--- src/rtl/pfe_pkg.sv ---
`timescale 1ns / 1ps
package pfe_pkg;

    localparam int PFE_ENTRIES_DEF = 256;
    localparam int PFE_DIV_STEPS   = 16;

    localparam logic [1:0] OP_LOAD_START  = 2'd0;
    localparam logic [1:0] OP_LOAD_TARGET = 2'd1;
    localparam logic [1:0] OP_EMIT        = 2'd2;

    localparam logic [2:0] REG_FADE_MODE    = 3'd0;
    localparam logic [2:0] REG_TARGET_RED   = 3'd1;
    localparam logic [2:0] REG_TARGET_GREEN = 3'd2;
    localparam logic [2:0] REG_TARGET_BLUE  = 3'd3;
    localparam logic [2:0] REG_STEP_COUNT   = 3'd4;
    localparam logic [2:0] REG_FIRST_INDEX  = 3'd5;
    localparam logic [2:0] REG_LAST_INDEX   = 3'd6;

    localparam logic [1:0] SEL_GOAL  = 2'd0;
    localparam logic [1:0] SEL_ORIG  = 2'd1;
    localparam logic [1:0] SEL_BLEND = 2'd2;

    typedef struct packed {
        logic       load;
        logic [1:0] sel;
    } t_mrg_ctl;

    // c*255/63 == 4c + c/21 for c < 64
    function automatic logic [7:0] widen6(input logic [5:0] c);
        logic [1:0] extra;
        begin
            if (c >= 6'd63) begin
                extra = 2'd3;
            end else if (c >= 6'd42) begin
                extra = 2'd2;
            end else if (c >= 6'd21) begin
                extra = 2'd1;
            end else begin
                extra = 2'd0;
            end
            widen6 = {c, 2'b00} + {6'd0, extra};
        end
    endfunction

endpackage

--- src/rtl/pfe_merge.sv ---
`timescale 1ns / 1ps
module pfe_merge (
    input  logic              i_clk,
    input  logic              i_rst_n,
    input  pfe_pkg::t_mrg_ctl i_ctl,
    input  logic [7:0]        i_entry,
    input  logic [23:0]       i_orig,
    input  logic [23:0]       i_goal,
    input  logic [7:0]        i_red_lane,
    input  logic [7:0]        i_green_lane,
    input  logic [7:0]        i_blue_lane,
    output logic              o_free,
    output logic              o_valid,
    input  logic              i_stall,
    output logic [7:0]        o_entry_out,
    output logic [7:0]        o_red_out,
    output logic [7:0]        o_green_out,
    output logic [7:0]        o_blue_out
);
    import pfe_pkg::*;

    logic [23:0] pick;
    logic        r_valid;
    logic [7:0]  r_entry;
    logic [23:0] r_rgb;

    always_comb begin
        case (i_ctl.sel)
            SEL_GOAL:  pick = i_goal;
            SEL_ORIG:  pick = i_orig;
            SEL_BLEND: pick = {i_red_lane, i_green_lane, i_blue_lane};
            default:   pick = i_orig;
        endcase
    end

    assign o_free = !r_valid || !i_stall;

    always_ff @(posedge i_clk) begin
        if (!i_rst_n) begin
            r_valid <= 1'b0;
        end else if (o_free) begin
            r_valid <= i_ctl.load;
        end
    end

    always_ff @(posedge i_clk) begin
        if (o_free && i_ctl.load) begin
            r_entry <= i_entry;
            r_rgb   <= pick;
        end
    end

    assign o_valid     = r_valid;
    assign o_entry_out = r_entry;
    assign o_red_out   = r_rgb[23:16];
    assign o_green_out = r_rgb[15:8];
    assign o_blue_out  = r_rgb[7:0];

endmodule

--- config.mk ---
export PLATFORM = sky130hd
export DESIGN_NAME = pfe_merge
export DESIGN_NICKNAME = d
export VERILOG_FILES = /design/src/rtl/pfe_pkg.sv /design/src/rtl/pfe_merge.sv
export SDC_FILE = /design/constraint.sdc
export NUM_CORES = 1
export LEC_CHECK = 0
export ABC_AREA = 1
export BUFFER_PORTS_ARGS = -buffer_cell sky130_fd_sc_hd__buf_4
export CAP_MARGIN = 20
export CORE_ASPECT_RATIO = 1.5
export CORE_MARGIN = 2
export CORE_UTILIZATION = 35
export DETAILED_ROUTE_END_ITERATION = 8
export HOLD_SLACK_MARGIN = 0.06
export PLACE_DENSITY = 0.72
export REMOVE_ABC_BUFFERS = 1
export SETUP_SLACK_MARGIN = 0.1
export SYNTH_ARGS = -nofsm -noshare
export SYNTH_HDL_FRONTEND = slang
export SYNTH_SLANG_ARGS = --single-unit
--- constraint.sdc ---
create_clock -name i_clk -period 2.25 [get_ports i_clk]
set_clock_uncertainty 0.05 [all_clocks]
set_input_delay 0.3375 -clock i_clk [delete_from_list [all_inputs] [get_ports i_clk]]
set_output_delay 0.3375 -clock i_clk [all_outputs]
set_load 0.01 [all_outputs]
Word-level counts from Yosys, hierarchy flattened. Cells that the tools add are included.

Equal/unequal tests: 1. Muxes and demuxes: 1. Reductions and logical operators: 5.

Operators by type and width (number): $pmux 24 s2 (1); $eq 2x2->1 const B (1); $logic_not 1->1 (2); $logic_not 2->1 (1); $logic_and 1x1->1 (1); $logic_or 1x1->1 (1).

Bits in registers: 33. Input port bits: 86.

Depth between registers and ports, before layout.
Word-level depth: 3. Mapped depth: 5. Gate-level depth less buffers: 3.

Worst setup path before layout. OpenSTA, ideal clock, no wires.

Kind: input port to flip-flop. Start: input port i_ctl[2] in the netlist's numbering. End: register r_entry[0], in the netlist o_entry_out[0], enable pin. Arrival time: 1.955 ns. Setup slack: -0.187 ns. Cell stages on the path: 2. Buffers on the path: 0. Cells stage by stage: inv_1 -> a21oi_1.

Longest elaborated chain between the ends: 1.

Ends and longest elaborated chain: from (decl) (RTL line pfe_merge.sv:5) `input pfe_pkg::t_mrg_ctl i_ctl,`; $logic_and 1x1->1 (RTL line pfe_merge.sv:47) `if (o_free && i_ctl.load) begin`; to (signal assigned) (RTL line pfe_merge.sv:48) `r_entry <= i_entry;`; to (decl) (RTL line pfe_merge.sv:24) `logic [7:0] r_entry;`.

Every way passes these cells. A chain may end at the register's enable or synchronous reset.

Worst setup path after layout.
Start: register r_valid, in the netlist o_valid. End: output port o_free.

Longest elaborated chain between the ends: 2.

Ends and longest elaborated chain: from (decl) (RTL line pfe_merge.sv:23) `logic r_valid;`; from (signal assigned) (RTL line pfe_merge.sv:42) `r_valid <= i_ctl.load;`; $logic_not 1->1 (RTL line pfe_merge.sv:36) `assign o_free = !r_valid || !i_stall;`; $logic_or 1x1->1 (RTL line pfe_merge.sv:36); to (decl) (RTL line pfe_merge.sv:12) `output logic o_free,`.

Every way passes these cells.

==> results.txt <==
Site Rows: 29
Slew HR: 0.7256
mean routed wirelength per cell: 13.36 um
Post-CTS Setup Bufs: 0
CTS Buf Count: 5
R2R depth: 2
CP Buf/Inv Count: 1
largest net degree at the start of global routing: 33
WS Path Type: register to output port
worst flop-to-flop path startpoint: o_valid$_SDFFE_PN0P_
setup violators final: 0
first-pass GRT wire length: 6306 um
initial antenna violation count: 0
Power Total: 1457 uW
run status: finished, final reports clean
global router's overall resource usage: 0.1683
Avg Cell Area, Syn: 10.58 um2
Seq pwr share: 0.510
startpoint types: register
P per Cell Area: 583.4 mW/mm2
metal3 WL: 409 um
critical-path cell list: nand2_1, buf_4
die area: 0.004939 mm2
f_max: 778.2 MHz
ant diodes: 0
drt first pass iters: 4
TritonCTS clock tree: done
Initial Utilization: 0.3644
Vias: 1495
Worst Hold Launch: i_entry[5]
routed length on met1: 1371 um
core box area: 0.004209 mm2
CTS Buffer Depth: 2
top layer in use: met4
fin crit share: 0.5712
Hold Slack: 0.1840 ns
slowest cell on the critical path: dfxtp_1
final antenna-violating net count: 0
YS warnings: 0
Comb pwr share: 0.203
hold depth: 1
RSZ-0062 raised after global routing: false
Clock Latency Late Sink: 0.28 ns
reg2reg end: r_rgb[11]$_DFFE_PP_
vias in the first global route: 1445
Root Buffer: clkbuf_8
total routed wirelength: 4128 um
grt ovf: 0
# IOs: 120
Static Leak: 0.001177 uW
hold crit path type: primary input to register
Synth Register Bits: 33
DR WL met2: 2273 um
nets: 348
# port buffers: 119
minimum clock period: 1.285 ns
CP max stage delay: 0.39 ns
Switching Share: 0.2346
critical path's top delay family: flip-flops
synthesized area: 0.001534 mm2
post-cts resize count: 0
Fin. Hold Viols: 0
Clk pin slew, worst setup/hold paths: 0.07 ns
internal power: 1115 uW
CP arrival: 0.90 ns
DRC Markers: 0
Chip Height: 85.08 um
H-tree depth: 2
CTS Hold Bufs: 0
clk sinks: 33
Fill cells: 395
Area growth syn-to-layout: 62.81%
max cap viols: 0
Unique masters post-synth: 12
clock network power share: 0.287
Cells after Synth: 145
die width: 58.06 um
layout cell share with drive strength beyond 1: 0.4943
Via density: 4.838
Final Max Tran Viols: 0
1st-iter DRT viols: 30
Worst setup EP type: output port
routability congestion estimate: 0.7783
sequential element share of the synthesized area: 0.6395
WHS Endpoint: o_entry_out[5]$_DFFE_PP_
setup slack, reg-to-reg: 1.00 ns
CP required: 1.86 ns
CP Max Fanout: 3
peak supply drop: 498.0 uV
Psw: 341.8 uW
DP HPWL: 3050 um
Worst-Margin Slew: 0.4116 ns
metal layers:
metal	global-route usage	vias up
li1	-	741
met1	0.1764	669
met2	0.2975	78
met3	0.07317	7
met4	0.05074	0
met5	0	-
registers in the layout, summed over array words and instances (netlist names):
signal       cells
r_rgb           24
o_entry_out      8
o_valid          1
cells in the final DEF (no fill, tap or decap):
| cell type | netlist | routed |
|---|---|---|
| buf_4 | 3 | 120 |
| nand2_1 | 49 | 49 |
| nand3_1 | 48 | 48 |
| edfxtp_1 | 32 | 32 |
| clkbuf_8 | 0 | 5 |
| clkinv_2 | 0 | 2 |
| nor2_8 | 1 | 1 |
| inv_2 | 1 | 1 |
| inv_1 | 1 | 1 |
| a21oi_4 | 0 | 1 |
| a21boi_0 | 1 | 1 |
| clkbuf_1 | 0 | 1 |
| dfxtp_1 | 1 | 1 |
how the worst max path moves through the flow:
stage                               from                        to  slack, ns  cells past startpoint
floorplan                       i_ctl[2]  o_entry_out[0]$_DFFE_PP_      -0.19                      2
detailed placement              i_ctl[0]       r_rgb[21]$_DFFE_PP_       0.80                      4
finish              o_valid$_SDFFE_PN0P_                    o_free       0.96                      2
global route        o_valid$_SDFFE_PN0P_                    o_free       0.89                      2
global placement                i_ctl[0]        r_rgb[5]$_DFFE_PP_       0.84                      4
CTS                 o_valid$_SDFFE_PN0P_                    o_free       0.95                      2
final cells by class:
type / count / area [um2] / area share
sequential: 33 / 980.9 / 0.3928
timing repair buffer: 120 / 900.9 / 0.3607
multi-input combinational: 100 / 467.9 / 0.1874
clock buffer: 6 / 72.57 / 0.02906
tap: 46 / 57.56 / 0.02305
clock inverter: 2 / 10.01 / 0.004008
inverter: 2 / 7.507 / 0.003006
kinds of logic after synthesis:
kind of cell | share of synthesized area
AO/OA/AOI/OAI | 0.008155
AND/OR/NAND/NOR | 0.2896
buffers and inverters | 0.06280
flip-flops | 0.6395
stage by stage:
stage | instances | setup slack [ns] | utilization | instance area, um2 | TNS [ns]
2_1_floorplan | 135 | -0.1868 | - | 1445 | -5.977
3_3_place_gp | 301 | 0.8366 | 0.5737 | 2415 | 0
3_5_place_dp | 301 | 0.7955 | 0.5737 | 2415 | 0
4_1_cts | 309 | 0.9479 | 0.5933 | 2497 | 0
5_1_grt | 309 | 0.8942 | 0.5933 | 2497 | 0
6_report | 309 | 0.9649 | 0.5933 | 2497 | 0
cells in the mapped netlist, drive strengths merged:
master	count	share of area
a21boi	1	0.0049
nand2	49	0.12
a21oi	1	0.0033
nand3	48	0.16
inv	2	0.0049
buf	10	0.058
dfxtp	1	0.013
nor2	1	0.013
edfxtp	32	0.63
power by group through the flow:
| stage | clock network (uW) | registers [uW] | logic [uW] |
|---|---|---|---|
| 3_5_place_dp | 0 | 756 | 301 |
| 6_report | 418 | 742 | 296 |
| 3_3_place_gp | 0 | 755 | 295 |
| 4_1_cts | 433 | 743 | 301 |
| 2_1_floorplan | 0 | 781 | 64.4 |
| 5_1_grt | 461 | 746 | 324 |
(Power assumes the default switching activity.)
