[config.mk]
export PLATFORM = sky130hd
export DESIGN_NAME = pfe_lane
export DESIGN_NICKNAME = d
export VERILOG_FILES = /design/src/rtl/pfe_pkg.sv /design/src/rtl/pfe_lane.sv
export SDC_FILE = /design/constraint.sdc
export NUM_CORES = 1
export LEC_CHECK = 0
export BUFFER_PORTS_ARGS = -buffer_cell sky130_fd_sc_hd__buf_2
export CORE_UTILIZATION = 55
export CTS_BUF_LIST = sky130_fd_sc_hd__clkbuf_8
export CTS_CLUSTER_DIAMETER = 30
export DETAILED_ROUTE_END_ITERATION = 8
export MAX_ROUTING_LAYER = met4
export PLACE_DENSITY = 0.83
export REMOVE_ABC_BUFFERS = 1
export SYNTH_ARGS = -nofsm -noshare
export SYNTH_HDL_FRONTEND = slang
export SYNTH_SLANG_ARGS = --single-unit
[constraint.sdc]
create_clock -name i_clk -period 6.7 [get_ports i_clk]
set_input_delay 0.335 -clock i_clk [delete_from_list [all_inputs] [get_ports i_clk]]
set_output_delay 0.335 -clock i_clk [all_outputs]
set_load 0.005 [all_outputs]
[src/rtl/pfe_pkg.sv]
`timescale 1ns / 1ps
package pfe_pkg;

    localparam int PFE_ENTRIES_DEF = 256;
    localparam int PFE_DIV_STEPS   = 16;

    localparam logic [1:0] OP_LOAD_START  = 2'd0;
    localparam logic [1:0] OP_LOAD_TARGET = 2'd1;
    localparam logic [1:0] OP_EMIT        = 2'd2;

    localparam logic [2:0] REG_FADE_MODE    = 3'd0;
    localparam logic [2:0] REG_TARGET_RED   = 3'd1;
    localparam logic [2:0] REG_TARGET_GREEN = 3'd2;
    localparam logic [2:0] REG_TARGET_BLUE  = 3'd3;
    localparam logic [2:0] REG_STEP_COUNT   = 3'd4;
    localparam logic [2:0] REG_FIRST_INDEX  = 3'd5;
    localparam logic [2:0] REG_LAST_INDEX   = 3'd6;

    localparam logic [1:0] SEL_GOAL  = 2'd0;
    localparam logic [1:0] SEL_ORIG  = 2'd1;
    localparam logic [1:0] SEL_BLEND = 2'd2;

    typedef struct packed {
        logic       load;
        logic [1:0] sel;
    } t_mrg_ctl;

    // c*255/63 == 4c + c/21 for c < 64
    function automatic logic [7:0] widen6(input logic [5:0] c);
        logic [1:0] extra;
        begin
            if (c >= 6'd63) begin
                extra = 2'd3;
            end else if (c >= 6'd42) begin
                extra = 2'd2;
            end else if (c >= 6'd21) begin
                extra = 2'd1;
            end else begin
                extra = 2'd0;
            end
            widen6 = {c, 2'b00} + {6'd0, extra};
        end
    endfunction

endpackage

[src/rtl/pfe_lane.sv]
`timescale 1ns / 1ps
module pfe_lane (
    input  logic       i_clk,
    input  logic       i_rst_n,
    input  logic       i_start,
    input  logic [7:0] i_orig,
    input  logic [7:0] i_goal,
    input  logic [7:0] i_frame,
    input  logic [7:0] i_steps,
    output logic       o_done,
    output logic [7:0] o_chan
);
    import pfe_pkg::*;

    localparam int CNT_W = $clog2(PFE_DIV_STEPS + 1);

    logic signed [8:0] delta;
    logic [7:0]        mag;
    logic [15:0]       prod;
    logic [8:0]        trial;
    logic [8:0]        diff;
    logic              ge;

    logic [15:0]      r_quo;
    logic [7:0]       r_rem;
    logic [7:0]       r_steps;
    logic [7:0]       r_orig;
    logic             r_neg;
    logic [CNT_W-1:0] r_cnt;
    logic             r_run;
    logic             r_done;

    assign delta = $signed({1'b0, i_goal}) - $signed({1'b0, i_orig});
    assign mag   = delta[8] ? 8'(-delta) : delta[7:0];
    assign prod  = {8'd0, mag} * {8'd0, i_frame};

    // restoring divide of |delta*frame| by steps, one quotient bit per cycle
    assign trial = {r_rem, r_quo[15]};
    assign ge    = trial >= {1'b0, r_steps};
    assign diff  = trial - {1'b0, r_steps};

    always_ff @(posedge i_clk) begin
        if (!i_rst_n) begin
            r_run  <= 1'b0;
            r_done <= 1'b0;
            r_cnt  <= '0;
        end else begin
            r_done <= 1'b0;
            if (i_start) begin
                r_run <= 1'b1;
                r_cnt <= CNT_W'(PFE_DIV_STEPS);
            end else if (r_run) begin
                r_cnt <= r_cnt - 1'b1;
                if (r_cnt == CNT_W'(1)) begin
                    r_run  <= 1'b0;
                    r_done <= 1'b1;
                end
            end
        end
    end

    always_ff @(posedge i_clk) begin
        if (i_start) begin
            r_quo   <= prod;
            r_rem   <= '0;
            r_steps <= i_steps;
            r_orig  <= i_orig;
            r_neg   <= delta[8];
        end else if (r_run) begin
            r_quo <= {r_quo[14:0], ge};
            r_rem <= ge ? diff[7:0] : trial[7:0];
        end
    end

    // truncation toward zero: apply the sign to the magnitude quotient
    assign o_chan = r_neg ? (r_orig - r_quo[7:0]) : (r_orig + r_quo[7:0]);
    assign o_done = r_done;

endmodule

# Yosys cells after proc, flatten, opt, wreduce, memory -nomap -nowiden
# Cells that the tools add are included.
[classes] mul=1 shifts=0 magnitude_cmp=1 n_mux=11 bitwise_logic=2 n_eq_ne=1 div=0 reduce_logical=3 add_sub_neg=6
[op_table] operator="$mux 16" n=2
[op_table] operator="$mux 8" n=3
[op_table] operator="$mul 8x8->16" n=1
[op_table] operator="$sub 8x8->8" n=2
[op_table] operator="$mux 5" n=2
[op_table] operator="$ge 9x8->1" n=1
[op_table] operator="$sub 8x8->9" n=1
[op_table] operator="$add 8x8->8" n=1
[op_table] operator="$neg 8->8" n=1
[op_table] operator="$eq 5x1->1 const B" n=1
[op_table] operator="$sub 5x1->5 const B" n=1
[op_table] operator="$mux 1" n=4
[op_table] operator="$reduce_or 3->1" n=1
[op_table] operator="$not 1->1" n=2
[op_table] operator="$reduce_bool 2->1" n=1
[op_table] operator="$reduce_or 2->1" n=1
[word_totals] in_bits=35 mem_count=0 mem_bits_ro=0 output_inout_bits=9 word_cells=34 latch_bits=0 regBits=48 mem_bits_rw=0

# Logic depth before layout (Yosys ltp)
[depth] word_depth=5 mapped_depth=26 mapped_depth_nobuf=26

# Worst setup path before layout
# No wires, ideal clock.
[synth_path] path_type="input port to flip-flop" startpoint="in i_goal[0]" endpoint="reg r_quo[13], data pin" n_path_buf=0 arrival_ps=5767 setup_ps=260 t_required_ps=6440 path_stages=26 slack_ps=673 path_cell_list="inv_1 > ha_1 > fa_1 > nand2b_1 > a21oi_2 > o21ai_1 > a21oi_4 > o21bai_1 > xor2_2 > nor2b_1 > fa_1 > inv_1 > fa_1 > inv_1 > fa_1 > inv_1 > fa_1 > inv_1 > ha_1 > o21ai_0 > a21oi_1 > nand2b_1 > a31oi_1 > o21ai_0 > xor2_1 > mux2_2"
[synth_between] elab_chain_len=5
[synth_rtl] item="start: declaration" line="pfe_lane.sv:7" rtl="input logic [7:0] i_goal,"
[synth_rtl] item="$sub 8x8->9 *" line="pfe_lane.sv:33" rtl="assign delta = $signed({1'b0, i_goal}) - $signed({1'b0, i_orig});"
[synth_rtl] item="$neg 8->8" line="pfe_lane.sv:34" rtl="assign mag = delta[8] ? 8'(-delta) : delta[7:0];"
[synth_rtl] item="$mux 8 *" line="pfe_lane.sv:34"
[synth_rtl] item="$mul 8x8->16 *" line="pfe_lane.sv:35" rtl="assign prod = {8'd0, mag} * {8'd0, i_frame};"
[synth_rtl] item="$mux 16 *" line="pfe_lane.sv:63" rtl="if (i_start) begin"
[synth_rtl] item="end signal: assignment" line="pfe_lane.sv:64" rtl="r_quo <= prod;"
[synth_rtl] item="end signal: assignment" line="pfe_lane.sv:70" rtl="r_quo <= {r_quo[14:0], ge};"
[synth_rtl] item="end: declaration" line="pfe_lane.sv:24" rtl="logic [15:0] r_quo;"
# Mark *: on every way between the ends. The rest lies on a longest branch, timed or not.
# A chain may end at the register's enable or synchronous reset.

# Final worst setup path
[layout_path] startpoint="in i_orig[0]" endpoint="reg r_quo[13], data pin"
[layout_between] elab_chain_len=5
[layout_rtl] item="start: declaration" line="pfe_lane.sv:6" rtl="input logic [7:0] i_orig,"
[layout_rtl] item="$sub 8x8->9 *" line="pfe_lane.sv:33"
[layout_rtl] item="$neg 8->8" line="pfe_lane.sv:34"
[layout_rtl] item="$mux 8 *" line="pfe_lane.sv:34"
[layout_rtl] item="$mul 8x8->16 *" line="pfe_lane.sv:35"
[layout_rtl] item="$mux 16 *" line="pfe_lane.sv:63"
# Marked as above.

==> impl_metrics.json <==
{
  "chipHeight_um": 99.0,
  "fin_util_pct": 61.4,
  "critPathCaptureType": "register",
  "track_usage_pct": 22.7,
  "drt_iter0_drc": 102,
  "wire_per_inst_um": 14.3,
  "syn_area_um2": 5180,
  "drc": 0,
  "grt_pass1_wl_um": 17300,
  "path_clk_slew_ns": 0.09,
  "rr_worst_depth": 9,
  "areaGrowthSynthToFinish_pct": 9.06,
  "rows": 35,
  "maxCapViolations": 0,
  "async_reset_ff_share_pct": 0,
  "worstPathArrival_ns": 6.24,
  "drive_above_1_share_pct": 14.2,
  "clock_skew_ns": 0.00807,
  "worst_pin_slew_ns": 1.00,
  "synth.distinct_cells": 49,
  "ant_nets": 0,
  "grt_max_degree": 55,
  "synth_ff_type": "edfxtp_1",
  "grt_overflow_total": 0,
  "start_util_pct": 56.3,
  "slew_headroom_pct": 33.0,
  "reg2reg_to": "r_rem[0]",
  "avgViaCountPerCell": 5.43,
  "yosysSeqAreaShare_pct": 24.9,
  "whs_endpoint": "r_steps[2]",
  "hp-class": "primary input to register",
  "rsz0062_at_grt": "false",
  "cts-buffers-inserted": 5,
  "ios": 44,
  "crit_start": "i_orig[0]",
  "post-route-min-period_ns": 6.18,
  "multiInputGateArea_um2": 3570,
  "path_class": "primary input to register",
  "final-seq-area_um2": 1290,
  "finalSetupTns_ns": 0,
  "synth-edff-count": 33,
  "holdPathStages": 1,
  "leakage_nw": 2.63,
  "syn_inst": 537,
  "yosys_warnings": 0,
  "syn_avg_cell_area_um2": 9.64,
  "gp_congestion": 0.924,
  "slew_violations": 0,
  "finalWirelength_um": 9910,
  "p_per_area_nw_per_um2": 517,
  "status": "complete, no violations",
  "ys_ff_latch": 48,
  "htreeDepth": 2,
  "dieArea_um2": 9810,
  "timing.final.crit_share_pct": 92.3,
  "grt_pass1_vias": 3899,
  "worstHoldStart": "i_steps[2]",
  "clock_latency_ns": 0.30,
  "cts_tree": "built",
  "root_buffer": "clkbuf_8",
  "n_antenna_cell": 0,
  "vdd_drop_max_mv": 0.342,
  "required_ns": 6.76,
  "vias": 3776,
  "io_buffers": 43,
  "layout_commonest_cell": "inv_1",
  "drtPass1Iterations": 4,
  "hold_viol": 0,
  "cp_max_fo": 9,
  "setup_viol": 0,
  "clock-sinks": 48,
  "die_w_um": 99.0,
  "r2r-start": "r_steps[2]",
  "grt_antenna_before_repair": 0,
  "reg2reg_slack_ns": 4.18,
  "final_cell_mix": "inv_1 (79), ha_1 (63), buf_2 (43)",
  "fill_cells": 761,
  "coreArea_um2": 9200,
  "dpl.hpwl_um": 8050,
  "finish.net_count": 720,
  "cp-start-kind": "primary input",
  "cts_max_path_buffers": 2,
  "max_freq_ghz": 0.162
}
registers in the layout, summed over array words and instances (netlist names):
signal,cells
r_cnt,5
r_steps,8
o_done,1
r_neg,1
r_quo,16
r_run,1
r_orig,8
r_rem,8
critical path, stage by stage:
cell and delay [ns]:
buf_2 0.12, ha_1 0.21, fa_1 0.39, nand2b_1 0.20, a21oi_2 0.20, o21ai_1 0.12
a21oi_4 0.29, nor2_1 0.12, xnor2_2 0.33, nor2b_1 0.13, fa_1 0.57, inv_1 0.06
fa_1 0.47, inv_1 0.05, fa_1 0.52, inv_1 0.05, fa_1 0.53, inv_1 0.04
ha_1 0.30, o21ai_0 0.14, a21oi_1 0.12, nand2b_1 0.18, a31oi_1 0.23, o21ai_0 0.12
xor2_1 0.15, mux2_2 0.26
worst max path at each step:
| stage | end | slack (ns) | cells after the start |
|---|---|---|---|
| after floorplan | r_quo[13] | 0.67 | 26 |
| after global placement | r_quo[13] | 0.40 | 25 |
| after detailed placement | r_quo[13] | 0.19 | 25 |
| after CTS | r_quo[13] | 0.52 | 25 |
| after global routing | r_quo[13] | 0.01 | 26 |
| final | r_quo[13] | 0.52 | 26 |
Yosys cell counts (4+ instances only):
cell type / n / area share (%)
mux2_2: 9 / 2.0
and2_1: 21 / 2.5
a31oi_1: 4 / 0.48
a211oi_1: 9 / 1.3
a21oi_1: 25 / 2.4
a21o_1: 6 / 0.87
nor2_1: 33 / 2.4
nor2b_1: 36 / 4.4
xor2_1: 8 / 1.4
and2b_1: 4 / 0.58
edfxtp_1: 33 / 19
nor3_1: 15 / 1.4
xor2_2: 5 / 1.6
ha_1: 63 / 15
fa_1: 39 / 15
o21ai_0: 19 / 1.8
dfxtp_1: 15 / 5.8
nand2b_1: 12 / 1.4
nor4_1: 4 / 0.48
xnor2_1: 28 / 4.7
nand2_1: 18 / 1.3
inv_1: 79 / 5.7
clkbuf_1: 7 / 0.51
mux2i_1: 7 / 1.4
logic make-up after synthesis:
kind of cell / share of synthesized area, %
adder cells (fa/ha/maj): 30.3
buffers and inverters: 6.31
XOR/XNOR: 7.98
AO/OA/AOI/OAI: 10.7
flip-flops: 24.9
AND/OR/NAND/NOR: 16.5
multiplexers: 3.31
metal layers:
layer	global-route usage [%]	part of all wire, %
met5	-	0
met4	8.84	2.5
met3	2.41	3.0
met2	37.8	49
met1	28.3	45
layout make-up:
class / count / area share, %
inverters: 80 / 5.32
multi-input cells: 402 / 63.2
repair buffers: 46 / 4.21
clock buffers: 5 / 1.22
flip-flops and latches: 48 / 22.9
clock inverters: 3 / 0.753
well taps: 111 / 2.46
metrics by stage:
stage	setup WS [ns]	hold slack [ns]	instance area (µm²)	std cells	power [mW]
5_1_grt	0.0131	0.195	5650	695	3.28
4_1_cts	0.515	0.193	5640	695	2.94
6_report	0.516	0.204	5650	695	2.92
3_5_place_dp	0.193	0.494	5530	687	2.70
3_3_place_gp	0.399	0.481	5530	687	2.60
2_1_floorplan	0.673	0.408	5150	530	2.23
what timing repair did:
item | 4_1_cts | 5_1_grt
endpoints found under the setup margin | 0 | 1
setup buffers | 0 | 0
hold buffers | 0 | 0
resized for setup | 0 | 1
report_power, final:
group / switching, mW / total (mW) / internal, mW
logic: 1.19 / 2.24 / 1.05
clock network: 0.0948 / 0.205 / 0.111
registers: 0.0421 / 0.478 / 0.436
total: 1.33 / 2.92 / 1.59
Power figures use the tool's default switching activity.
